## src/rtl/core/ght_pkg.sv

```systemverilog
`timescale 1ns / 1ps
`default_nettype none
// ----------------------------------------------------------------------------
// ght_pkg: shared types and constants of the generational handle table
// Slot geometry, request and status codes, and the find-first and popcount
// helpers over the occupancy vector.
// ----------------------------------------------------------------------------
package ght_pkg;

  localparam int SLOTS     = 64;
  localparam int SLOT_W    = $clog2(SLOTS);
  localparam int CNT_W     = SLOT_W + 1;
  localparam int GEN_W     = 16;
  localparam int GEN_SHIFT = 16;
  localparam int DESC_W    = 32;

  // Occupancy scans run in groups of eight slots.
  localparam int GRP    = 8;
  localparam int GRP_W  = $clog2(GRP);
  localparam int NGRP   = SLOTS / GRP;
  localparam int GSEL_W = SLOT_W - GRP_W;

  localparam logic [GEN_W-1:0] GEN_INIT = GEN_W'(1);

  typedef enum logic [1:0] {
    ACT_ALLOC  = 2'd0,
    ACT_LOOKUP = 2'd1,
    ACT_FREE   = 2'd2,
    ACT_COUNT  = 2'd3
  } action_e;

  typedef enum logic [1:0] {
    ST_OK   = 2'd0,
    ST_FULL = 2'd1,
    ST_BAD  = 2'd2
  } status_e;

  typedef struct packed {
    logic              found;
    logic [SLOT_W-1:0] idx;
  } ffs_t;

  // Lowest set bit: per-group priority pick, then pick the lowest group.
  function automatic ffs_t find_first(input logic [SLOTS-1:0] v);
    logic [NGRP-1:0]  g_any;
    logic [GRP_W-1:0] g_idx [NGRP];
    ffs_t             res;
    for (int g = 0; g < NGRP; g++) begin
      g_any[g] = |v[g*GRP +: GRP];
      g_idx[g] = '0;
      for (int j = GRP - 1; j >= 0; j--) begin
        if (v[g*GRP + j]) begin
          g_idx[g] = GRP_W'(j);
        end
      end
    end
    res = '0;
    for (int g = NGRP - 1; g >= 0; g--) begin
      if (g_any[g]) begin
        res.found = 1'b1;
        res.idx   = {GSEL_W'(g), g_idx[g]};
      end
    end
    return res;
  endfunction

  // Population count: per-group sums, then a sum over the groups.
  function automatic logic [CNT_W-1:0] pop_count(input logic [SLOTS-1:0] v);
    logic [GRP_W:0]   g_cnt [NGRP];
    logic [CNT_W-1:0] total;
    for (int g = 0; g < NGRP; g++) begin
      g_cnt[g] = '0;
      for (int j = 0; j < GRP; j++) begin
        g_cnt[g] = g_cnt[g] + {{GRP_W{1'b0}}, v[g*GRP + j]};
      end
    end
    total = '0;
    for (int g = 0; g < NGRP; g++) begin
      total = total + CNT_W'(g_cnt[g]);
    end
    return total;
  endfunction

endpackage
`default_nettype wire

```

## src/rtl/core/ght_ram.sv

```systemverilog
`timescale 1ns / 1ps
`default_nettype none
// ----------------------------------------------------------------------------
// ght_ram: generic single-write, single-read RAM
// One write port and one read port with registered read data.
// ----------------------------------------------------------------------------
module ght_ram #(
  parameter int WIDTH = 16,
  parameter int DEPTH = 64
) (
  input  wire logic                     clk_i,
  input  wire logic                     we_i,
  input  wire logic [$clog2(DEPTH)-1:0] waddr_i,
  input  wire logic [WIDTH-1:0]         wdata_i,
  input  wire logic                     re_i,
  input  wire logic [$clog2(DEPTH)-1:0] raddr_i,
  output logic      [WIDTH-1:0]         rdata_o
);

  logic [WIDTH-1:0] mem_q [DEPTH];

  always_ff @(posedge clk_i) begin
    if (we_i) begin
      mem_q[waddr_i] <= wdata_i;
    end
    if (re_i) begin
      rdata_o <= mem_q[raddr_i];
    end
  end

endmodule
`default_nettype wire

```

## src/rtl/core/generational_handle_table.sv

```systemverilog
`timescale 1ns / 1ps
`default_nettype none
// ----------------------------------------------------------------------------
// generational_handle_table: slot allocator issuing generation-tagged handles
// Allocate, lookup, free and count over a 64-slot table of occupied bits and
// 16-bit generations; handles are generation<<16 | slot.
// ----------------------------------------------------------------------------
// The table takes one request per clock and returns one result per request,
// in order. On acceptance the slot's generation is read from the generation
// RAM (registered read, addressed by the free-slot search, the lookup slot
// or the free slot) into the evaluation stage, which then evaluates the
// request and loads the output register. Sustained throughput is one
// request per cycle as long as the result side keeps up; input ready drops
// only while the output register is held. After reset every slot is free
// with generation 1 and no clearing pass is needed; the table is usable in
// the first cycle after reset. Write active_size only while no request is
// in flight; zero or any value above 64 selects all 64 slots.
// ----------------------------------------------------------------------------
module generational_handle_table (
  input  wire logic        clk_i,
  input  wire logic        rst_ni,
  // configuration: active_size
  input  wire logic        cfg_we_i,
  input  wire logic [6:0]  cfg_wdata_i,
  // request stream
  input  wire logic        s_axis_tvalid_i,
  output logic             s_axis_tready_o,
  input  wire logic [39:0] s_axis_tdata_i,   // descriptor[31:0], slot_index[37:32], zero
  input  wire logic [1:0]  s_axis_tuser_i,   // action[1:0]
  // result stream
  output logic             m_axis_tvalid_o,
  input  wire logic        m_axis_tready_i,
  output logic      [47:0] m_axis_tdata_o,   // handle[31:0], found_slot[37:32],
                                             // live_count[44:38], zero
  output logic      [1:0]  m_axis_tuser_o    // status[1:0]
);

  localparam int SLOTS  = ght_pkg::SLOTS;
  localparam int SLOT_W = ght_pkg::SLOT_W;
  localparam int CNT_W  = ght_pkg::CNT_W;
  localparam int GEN_W  = ght_pkg::GEN_W;
  localparam int DESC_W = ght_pkg::DESC_W;

  // --------------------------------------------------------------------------
  // Request decode
  // --------------------------------------------------------------------------
  ght_pkg::action_e    in_act;
  logic [DESC_W-1:0]   in_desc;
  logic [SLOT_W-1:0]   in_sidx;
  logic                accept;

  assign in_act  = ght_pkg::action_e'(s_axis_tuser_i);
  assign in_desc = s_axis_tdata_i[DESC_W-1:0];
  assign in_sidx = s_axis_tdata_i[DESC_W +: SLOT_W];

  // --------------------------------------------------------------------------
  // State
  // --------------------------------------------------------------------------
  logic [SLOTS-1:0]  occ_q, occ_d;         // occupied bits
  logic [SLOTS-1:0]  gen_vld_q, gen_vld_d; // generation written since reset
  logic [CNT_W-1:0]  active_q, active_d;
  logic [SLOTS-1:0]  mask_q, mask_d;       // slots below active_size

  // Evaluation stage registers
  logic                s1_vld_q, s1_vld_d;
  ght_pkg::action_e    s1_act_q;
  logic [DESC_W-1:0]   s1_desc_q;
  logic [SLOT_W-1:0]   s1_addr_q;         // slot whose generation was read
  logic                s1_aok_q;          // a free slot existed for allocate
  logic                hit_q;             // read collided with a write
  logic [GEN_W-1:0]    byp_q;             // data of that write

  // Output register
  logic                out_vld_q, out_vld_d;
  ght_pkg::status_e    out_st_q, out_st_d;
  logic [DESC_W-1:0]   out_hdl_q, out_hdl_d;
  logic [SLOT_W-1:0]   out_slot_q, out_slot_d;
  logic [CNT_W-1:0]    out_live_q, out_live_d;

  logic                s1_fire;

  // --------------------------------------------------------------------------
  // Handshake: advance the evaluation stage whenever the output register is
  // empty or being drained this cycle.
  // --------------------------------------------------------------------------
  assign s1_fire         = s1_vld_q & (~out_vld_q | m_axis_tready_i);
  assign s_axis_tready_o = ~s1_vld_q | s1_fire;
  assign accept          = s_axis_tvalid_i & s_axis_tready_o;

  // --------------------------------------------------------------------------
  // Evaluation of the request held in the stage
  // --------------------------------------------------------------------------
  logic [GEN_W-1:0]  ram_rdata;
  logic [GEN_W-1:0]  gen_rd;
  logic [GEN_W-1:0]  gen_inc;
  logic              occ_bit;
  logic              lk_ok;
  logic              fr_ok;
  logic [CNT_W-1:0]  live;
  logic              ram_we;

  always_comb begin
    // Generation of the addressed slot: forwarded write, RAM, or reset value.
    if (hit_q) begin
      gen_rd = byp_q;
    end else if (gen_vld_q[s1_addr_q]) begin
      gen_rd = ram_rdata;
    end else begin
      gen_rd = ght_pkg::GEN_INIT;
    end

    // Bump the generation, skipping zero.
    gen_inc = gen_rd + GEN_W'(1);
    if (gen_inc == '0) begin
      gen_inc = ght_pkg::GEN_INIT;
    end

    occ_bit = occ_q[s1_addr_q];
    lk_ok   = (s1_desc_q[ght_pkg::GEN_SHIFT-1:SLOT_W] == '0)
            & ({1'b0, s1_desc_q[SLOT_W-1:0]} < active_q)
            & occ_bit
            & (gen_rd == s1_desc_q[DESC_W-1:ght_pkg::GEN_SHIFT]);
    fr_ok   = occ_bit;
    live    = ght_pkg::pop_count(occ_q & mask_q);
  end

  assign ram_we = s1_fire & (s1_act_q == ght_pkg::ACT_FREE) & fr_ok;

  always_comb begin
    out_st_d   = ght_pkg::ST_OK;
    out_hdl_d  = '0;
    out_slot_d = '0;
    out_live_d = '0;
    case (s1_act_q)
      ght_pkg::ACT_ALLOC: begin
        if (s1_aok_q) begin
          out_hdl_d  = {gen_rd, {(ght_pkg::GEN_SHIFT-SLOT_W){1'b0}}, s1_addr_q};
          out_slot_d = s1_addr_q;
        end else begin
          out_st_d = ght_pkg::ST_FULL;
        end
      end
      ght_pkg::ACT_LOOKUP: begin
        if (lk_ok) begin
          out_hdl_d  = s1_desc_q;
          out_slot_d = s1_addr_q;
        end else begin
          out_st_d = ght_pkg::ST_BAD;
        end
      end
      ght_pkg::ACT_FREE: begin
        if (!fr_ok) begin
          out_st_d = ght_pkg::ST_BAD;
        end
      end
      ght_pkg::ACT_COUNT: begin
        out_live_d = live;
      end
      default: begin
        out_st_d = ght_pkg::ST_OK;
      end
    endcase
  end

  // Apply the stage's update to the occupied and written bits as it retires.
  always_comb begin
    occ_d     = occ_q;
    gen_vld_d = gen_vld_q;
    if (s1_fire && (s1_act_q == ght_pkg::ACT_ALLOC) && s1_aok_q) begin
      occ_d[s1_addr_q] = 1'b1;
    end
    if (ram_we) begin
      occ_d[s1_addr_q]     = 1'b0;
      gen_vld_d[s1_addr_q] = 1'b1;
    end
  end

  // --------------------------------------------------------------------------
  // Read stage: pick the slot to read against the occupancy the request will
  // see when it reaches evaluation (the retiring request already applied).
  // --------------------------------------------------------------------------
  ght_pkg::ffs_t      free_pick;
  logic [SLOT_W-1:0]  rd_addr;
  logic               hit_d;

  always_comb begin
    free_pick = ght_pkg::find_first(~occ_d & mask_q);
    case (in_act)
      ght_pkg::ACT_ALLOC:  rd_addr = free_pick.idx;
      ght_pkg::ACT_LOOKUP: rd_addr = in_desc[SLOT_W-1:0];
      ght_pkg::ACT_FREE:   rd_addr = in_sidx;
      default:             rd_addr = in_sidx;
    endcase
    hit_d = ram_we & (s1_addr_q == rd_addr);
  end

  ght_ram #(
    .WIDTH (GEN_W),
    .DEPTH (SLOTS)
  ) u_gen_ram (
    .clk_i   (clk_i),
    .we_i    (ram_we),
    .waddr_i (s1_addr_q),
    .wdata_i (gen_inc),
    .re_i    (accept),
    .raddr_i (rd_addr),
    .rdata_o (ram_rdata)
  );

  // --------------------------------------------------------------------------
  // Configuration: zero or above capacity selects the full table.
  // --------------------------------------------------------------------------
  always_comb begin
    active_d = active_q;
    if (cfg_we_i) begin
      if ((cfg_wdata_i == '0) || (cfg_wdata_i > CNT_W'(SLOTS))) begin
        active_d = CNT_W'(SLOTS);
      end else begin
        active_d = cfg_wdata_i;
      end
    end
    for (int i = 0; i < SLOTS; i++) begin
      mask_d[i] = (CNT_W'(i) < active_d);
    end
  end

  // --------------------------------------------------------------------------
  // Valid flags
  // --------------------------------------------------------------------------
  always_comb begin
    s1_vld_d = s1_vld_q;
    if (accept) begin
      s1_vld_d = 1'b1;
    end else if (s1_fire) begin
      s1_vld_d = 1'b0;
    end
    out_vld_d = out_vld_q;
    if (s1_fire) begin
      out_vld_d = 1'b1;
    end else if (m_axis_tready_i) begin
      out_vld_d = 1'b0;
    end
  end

  // --------------------------------------------------------------------------
  // Registers
  // --------------------------------------------------------------------------
  always_ff @(posedge clk_i or negedge rst_ni) begin
    if (!rst_ni) begin
      occ_q     <= '0;
      gen_vld_q <= '0;
      active_q  <= CNT_W'(SLOTS);
      mask_q    <= '1;
      s1_vld_q  <= 1'b0;
      out_vld_q <= 1'b0;
    end else begin
      occ_q     <= occ_d;
      gen_vld_q <= gen_vld_d;
      active_q  <= active_d;
      mask_q    <= mask_d;
      s1_vld_q  <= s1_vld_d;
      out_vld_q <= out_vld_d;
    end
  end

  // Payload: load the stage on accept, the output register on retire.
  always_ff @(posedge clk_i) begin
    if (accept) begin
      s1_act_q  <= in_act;
      s1_desc_q <= in_desc;
      s1_addr_q <= rd_addr;
      s1_aok_q  <= free_pick.found;
      hit_q     <= hit_d;
      byp_q     <= gen_inc;
    end
    if (s1_fire) begin
      out_st_q   <= out_st_d;
      out_hdl_q  <= out_hdl_d;
      out_slot_q <= out_slot_d;
      out_live_q <= out_live_d;
    end
  end

  // --------------------------------------------------------------------------
  // Result port
  // --------------------------------------------------------------------------
  assign m_axis_tvalid_o = out_vld_q;
  assign m_axis_tdata_o  = {3'b000, out_live_q, out_slot_q, out_hdl_q};
  assign m_axis_tuser_o  = out_st_q;

endmodule
`default_nettype wire

```

## config.mk

```make
export PLATFORM = sky130hd
export DESIGN_NAME = generational_handle_table
export DESIGN_NICKNAME = d
export VERILOG_FILES = /design/src/rtl/core/ght_pkg.sv /design/src/rtl/core/ght_ram.sv /design/src/rtl/core/generational_handle_table.sv
export SDC_FILE = /design/constraint.sdc
export NUM_CORES = 2
export LEC_CHECK = 0
export BUFFER_PORTS_ARGS = -buffer_cell sky130_fd_sc_hd__buf_2
export CAP_MARGIN = 25
export CELL_PAD_IN_SITES_DETAIL_PLACEMENT = 1
export CELL_PAD_IN_SITES_GLOBAL_PLACEMENT = 1
export CORE_ASPECT_RATIO = 1.1
export CORE_UTILIZATION = 54
export DETAILED_ROUTE_END_ITERATION = 8
export PLACE_DENSITY = 0.79
export SLEW_MARGIN = 30
export SYNTH_ARGS = -nofsm -noshare
export SYNTH_HDL_FRONTEND = slang
export SYNTH_HIERARCHICAL = 1
export SYNTH_SLANG_ARGS = --single-unit
```

## constraint.sdc

```tcl
create_clock -name clk_i -period 7.69 [get_ports clk_i]
set_input_delay 0.3845 -clock clk_i [delete_from_list [all_inputs] [get_ports clk_i]]
set_output_delay 0.3845 -clock clk_i [all_outputs]
set_load 0.05 [all_outputs]
```

==> metrics.json <==
{
  "outcome": "complete, no violations",
  "post_cts_resize_count": 0,
  "worstPathCellList": "buf_12, mux2i_1, a22oi_1, nand3_1, and4_1, a21boi_1, buf_4, nand3_1, a31oi_1, and3b_1, o41ai_1, buf_4, nand4_1, o21a_1, nor2_4, buf_12, buf_12, buf_4, mux2i_1, buf_4, a22oi_1, a31oi_1, buf_4, a311oi_1",
  "final_non_filler_cell_total": 5469,
  "synthesis.area_mm2": 0.0579,
  "cts_buffers": 138,
  "finalCritPeriodShare_pct": 98.1,
  "rows": 125,
  "drc_errors": 0,
  "netlist_instances": 3556,
  "finalNetCount": 4095,
  "boundaryPins": 106,
  "p_leak_uw": 0.0243,
  "timing.hold.worst.class": "input port to flip-flop",
  "power_consumption_uw": 17600,
  "vias_per_cell": 6.73,
  "cts.path.max_buffers": 3,
  "utilization_pct": 63.2,
  "worst_ep_required_time_ns": 8.21,
  "p_sw_share_pct": 27.5,
  "most_common_cell_type_on_the_critical_path": "buf_4",
  "finalSetupViolCount": 0,
  "routed-via-count": 36800,
  "wl_per_cell_um": 34.6,
  "cell_internal_pwr_uw": 12800,
  "number_of_antenna_violations_at_the_first_check_in_global_routing": 6,
  "share_clk_of_total_power_pct": 37.0,
  "path_clk_slew_ns": 0.07,
  "final.min_clock_period_ns": 7.54,
  "die_h_um": 345,
  "maxSlewHeadroom_pct": 27.4,
  "netlist.top_cell.by_area": "edfxtp_1",
  "grt_max_degree": 119,
  "yosys-top-cells-count": "edfxtp_1 (1145), nand2_1 (231), mux4_2 (226)",
  "synth_seq_cells": 1345,
  "cp.arrival_ns": 8.06,
  "synth_top_flop_cell": "edfxtp_1",
  "gr-total-overflow": 0,
  "tightestPinTransition_ns": 1.08,
  "dr.first_iter.drc_count": 4496,
  "comb_power_share_pct": 15.5,
  "cts.sink_count": 1345,
  "globalRouteTotalUtil_pct": 35.3,
  "maxCapViolations": 0,
  "io_buffers": 100,
  "postCtsSetupRepairBufs": 0,
  "postPlaceCellArea_mm2": 0.0622,
  "synth_edf_count": 1145,
  "setup_tns_ns": 0,
  "multi_input_area_mm2": 0.0172,
  "number_of_global_route_vias_before_repair": 38800,
  "switching_power_uw": 4840,
  "seq_power_share_pct": 47.4,
  "synthMostInstantiatedCell": "edfxtp_1",
  "cts-hold-fix-buffers": 34,
  "fillCellCount": 9366,
  "max_h_tree_level": 4,
  "fp.dieArea_mm2": 0.109,
  "synth_largest_type_area_fraction_pct": 59.4,
  "endpoint_kind": "flip-flop",
  "regArea_mm2": 0.0395,
  "final-max-slew-violation-count": 0,
  "die_width_um": 314,
  "globalplace.congestion": 0.955,
  "worst_setup_sp_type": "flip-flop",
  "worstSkewPairLatency_ns": 0.79,
  "yosysSeqAreaShare_pct": 68.2,
  "cp_slowest_cell": "a21boi_1",
  "cts_root_buffer": "clkbuf_16",
  "post_synth_main_area_contributors": "edfxtp_1 (59%), mux4_2 (8.8%), dfrtp_1 (5.9%)",
  "syn_avg_cell_area_um2": 16.3,
  "max_freq_mhz": 133,
  "crit_path_max_incr_delay_ns": 0.82,
  "layout-drive-gt1-share_pct": 25.6,
  "route.final.wire_length_um": 189000,
  "yosysWarnings": 6,
  "syn_to_final_growth_pct": 15.6,
  "yosysUniqueCellTypes": 101,
  "critical_path_class": "flip-flop to flip-flop",
  "dpl.cell_count": 5186,
  "rsz0062_at_grt": "false",
  "finalInstanceArea_mm2": 0.0670,
  "initial_core_util_pct": 54.7,
  "tritoncts": "done",
  "postRouteAntennaNets": 0,
  "fin_worst_skew_ns": 0.0559,
  "max-vdd-ir-drop_mv": 0.197,
  "core-area_mm2": 0.106,
  "global_route_wire_length_before_repair_um": 274000,
  "worstPathMaxFanout": 40,
  "finalHoldViolCount": 0,
  "detailedRoute.firstPassIterationCount": 5,
  "async_reset_ff_share_pct": 14.9,
  "cellPowerDensity_mw_per_mm2": 263,
  "dp_hpwl_um": 117000
}
-- registers in the layout (all words and copies together), names as in the netlist --
name,cells
active_q,7
mask_q,63
byp_q,16
s1_addr_q,6
s1_act_q,2
out_hdl_q,32
s1_vld_q,1
occ_q,64
out_slot_q,6
u_gen_ram/mem_q,1024
out_live_q,7
s1_aok_q,1
m_axis_tvalid_o,1
gen_vld_q,64
hit_q,1
s1_desc_q,32
u_gen_ram/rdata_o,16
m_axis_tuser_o,2
-- path summary, 6_finish.rpt --
check                                    startpoint                             end  slack [ns]  cells after the start
max                          s1_addr_q[0]$_DFFE_PP_  u_gen_ram/rdata_o[1]$_DFFE_PP_        0.15                     24
min                               s_axis_tuser_i[1]           s1_act_q[1]$_DFFE_PP_        0.05                      1
max reg2reg                  s1_addr_q[0]$_DFFE_PP_  u_gen_ram/rdata_o[1]$_DFFE_PP_        0.15                     24
min reg2reg                gen_vld_q[8]$_DFFE_PN0N_        gen_vld_q[8]$_DFFE_PN0N_        0.45                      1
max in group asynchronous                    rst_ni        gen_vld_q[1]$_DFFE_PN0N_        5.69                      5
min in group asynchronous                    rst_ni             occ_q[30]$_DFF_PN0_        0.06                      2
-- power groups by stage --
stage	logic, uW	clock network (uW)	registers, uW
after global placement	2510	0	8490
after floorplan	1540	0	8550
final	2740	6520	8360
after CTS	2710	6530	8350
after global routing	2920	6790	8370
after detailed placement	2640	0	8500
-- stage by stage --
step	hold slack (ns)	worst slack, ns
floorplan	0.0889	0.770
global placement	0.424	0.802
detailed placement	0.437	0.651
CTS	0.0109	0.526
global route	0.0429	0.121
finish	0.0465	0.146
-- critical path, delay by kind of cell, from the launching register on --
family / cells / cell delay [ns]
AO/OA/AOI/OAI: 8 / 2.68
buffers and inverters: 8 / 1.92
AND/OR/NAND/NOR: 6 / 1.49
flip-flops: 1 / 0.57
multiplexers: 2 / 0.56
-- final cells by class --
type | instances | share of cell area, %
diodes | 2 | 0.00748
clock buffers | 171 | 5.50
clock inverters | 73 | 0.947
inverters | 99 | 0.555
multi-input cells | 1922 | 25.7
flip-flops and latches | 1345 | 58.9
well taps | 1397 | 2.61
repair buffers | 460 | 5.72
-- logic make-up after synthesis --
group           after synthesis  share of synthesized area [%]
buf+inv                     301                           2.75
mux                         395                           11.9
fa+ha+maj                    75                           2.32
xor+xnor                     31                          0.469
other cells                   1                        0.00648
compound gates              698                           8.05
flops                      1345                           68.2
simple gates                710                           6.33
-- layer usage --
metal	wire [um]	track usage (%)
met2	93800	58.0
met1	67200	43.8
met5	0	0
met3	16100	6.30
met4	12400	20.7
-- cell usage in the layout (no fill, tap or decap), drive strengths merged, types with 29 or more instances in the layout --
| cell | n |
|---|---|
| edfxtp | 1145 |
| clkinv | 66 |
| nand2 | 232 |
| dlygate4sd3 | 34 |
| fa | 54 |
| buf | 426 |
| clkbuf | 171 |
| nor2b | 40 |
| dfrtp | 136 |
| o21ai | 102 |
| mux2 | 35 |
| mux2i | 130 |
| dfstp | 64 |
| and2 | 48 |
| a221oi | 29 |
| nor2 | 144 |
| a31oi | 34 |
| a22o | 34 |
| nand3 | 54 |
| inv | 100 |
| nand2b | 50 |
| a21o | 71 |
| a21oi | 215 |
| a22oi | 66 |
| nand4 | 30 |
| mux4 | 230 |
No activity file was read; power rests on OpenSTA's default activity.
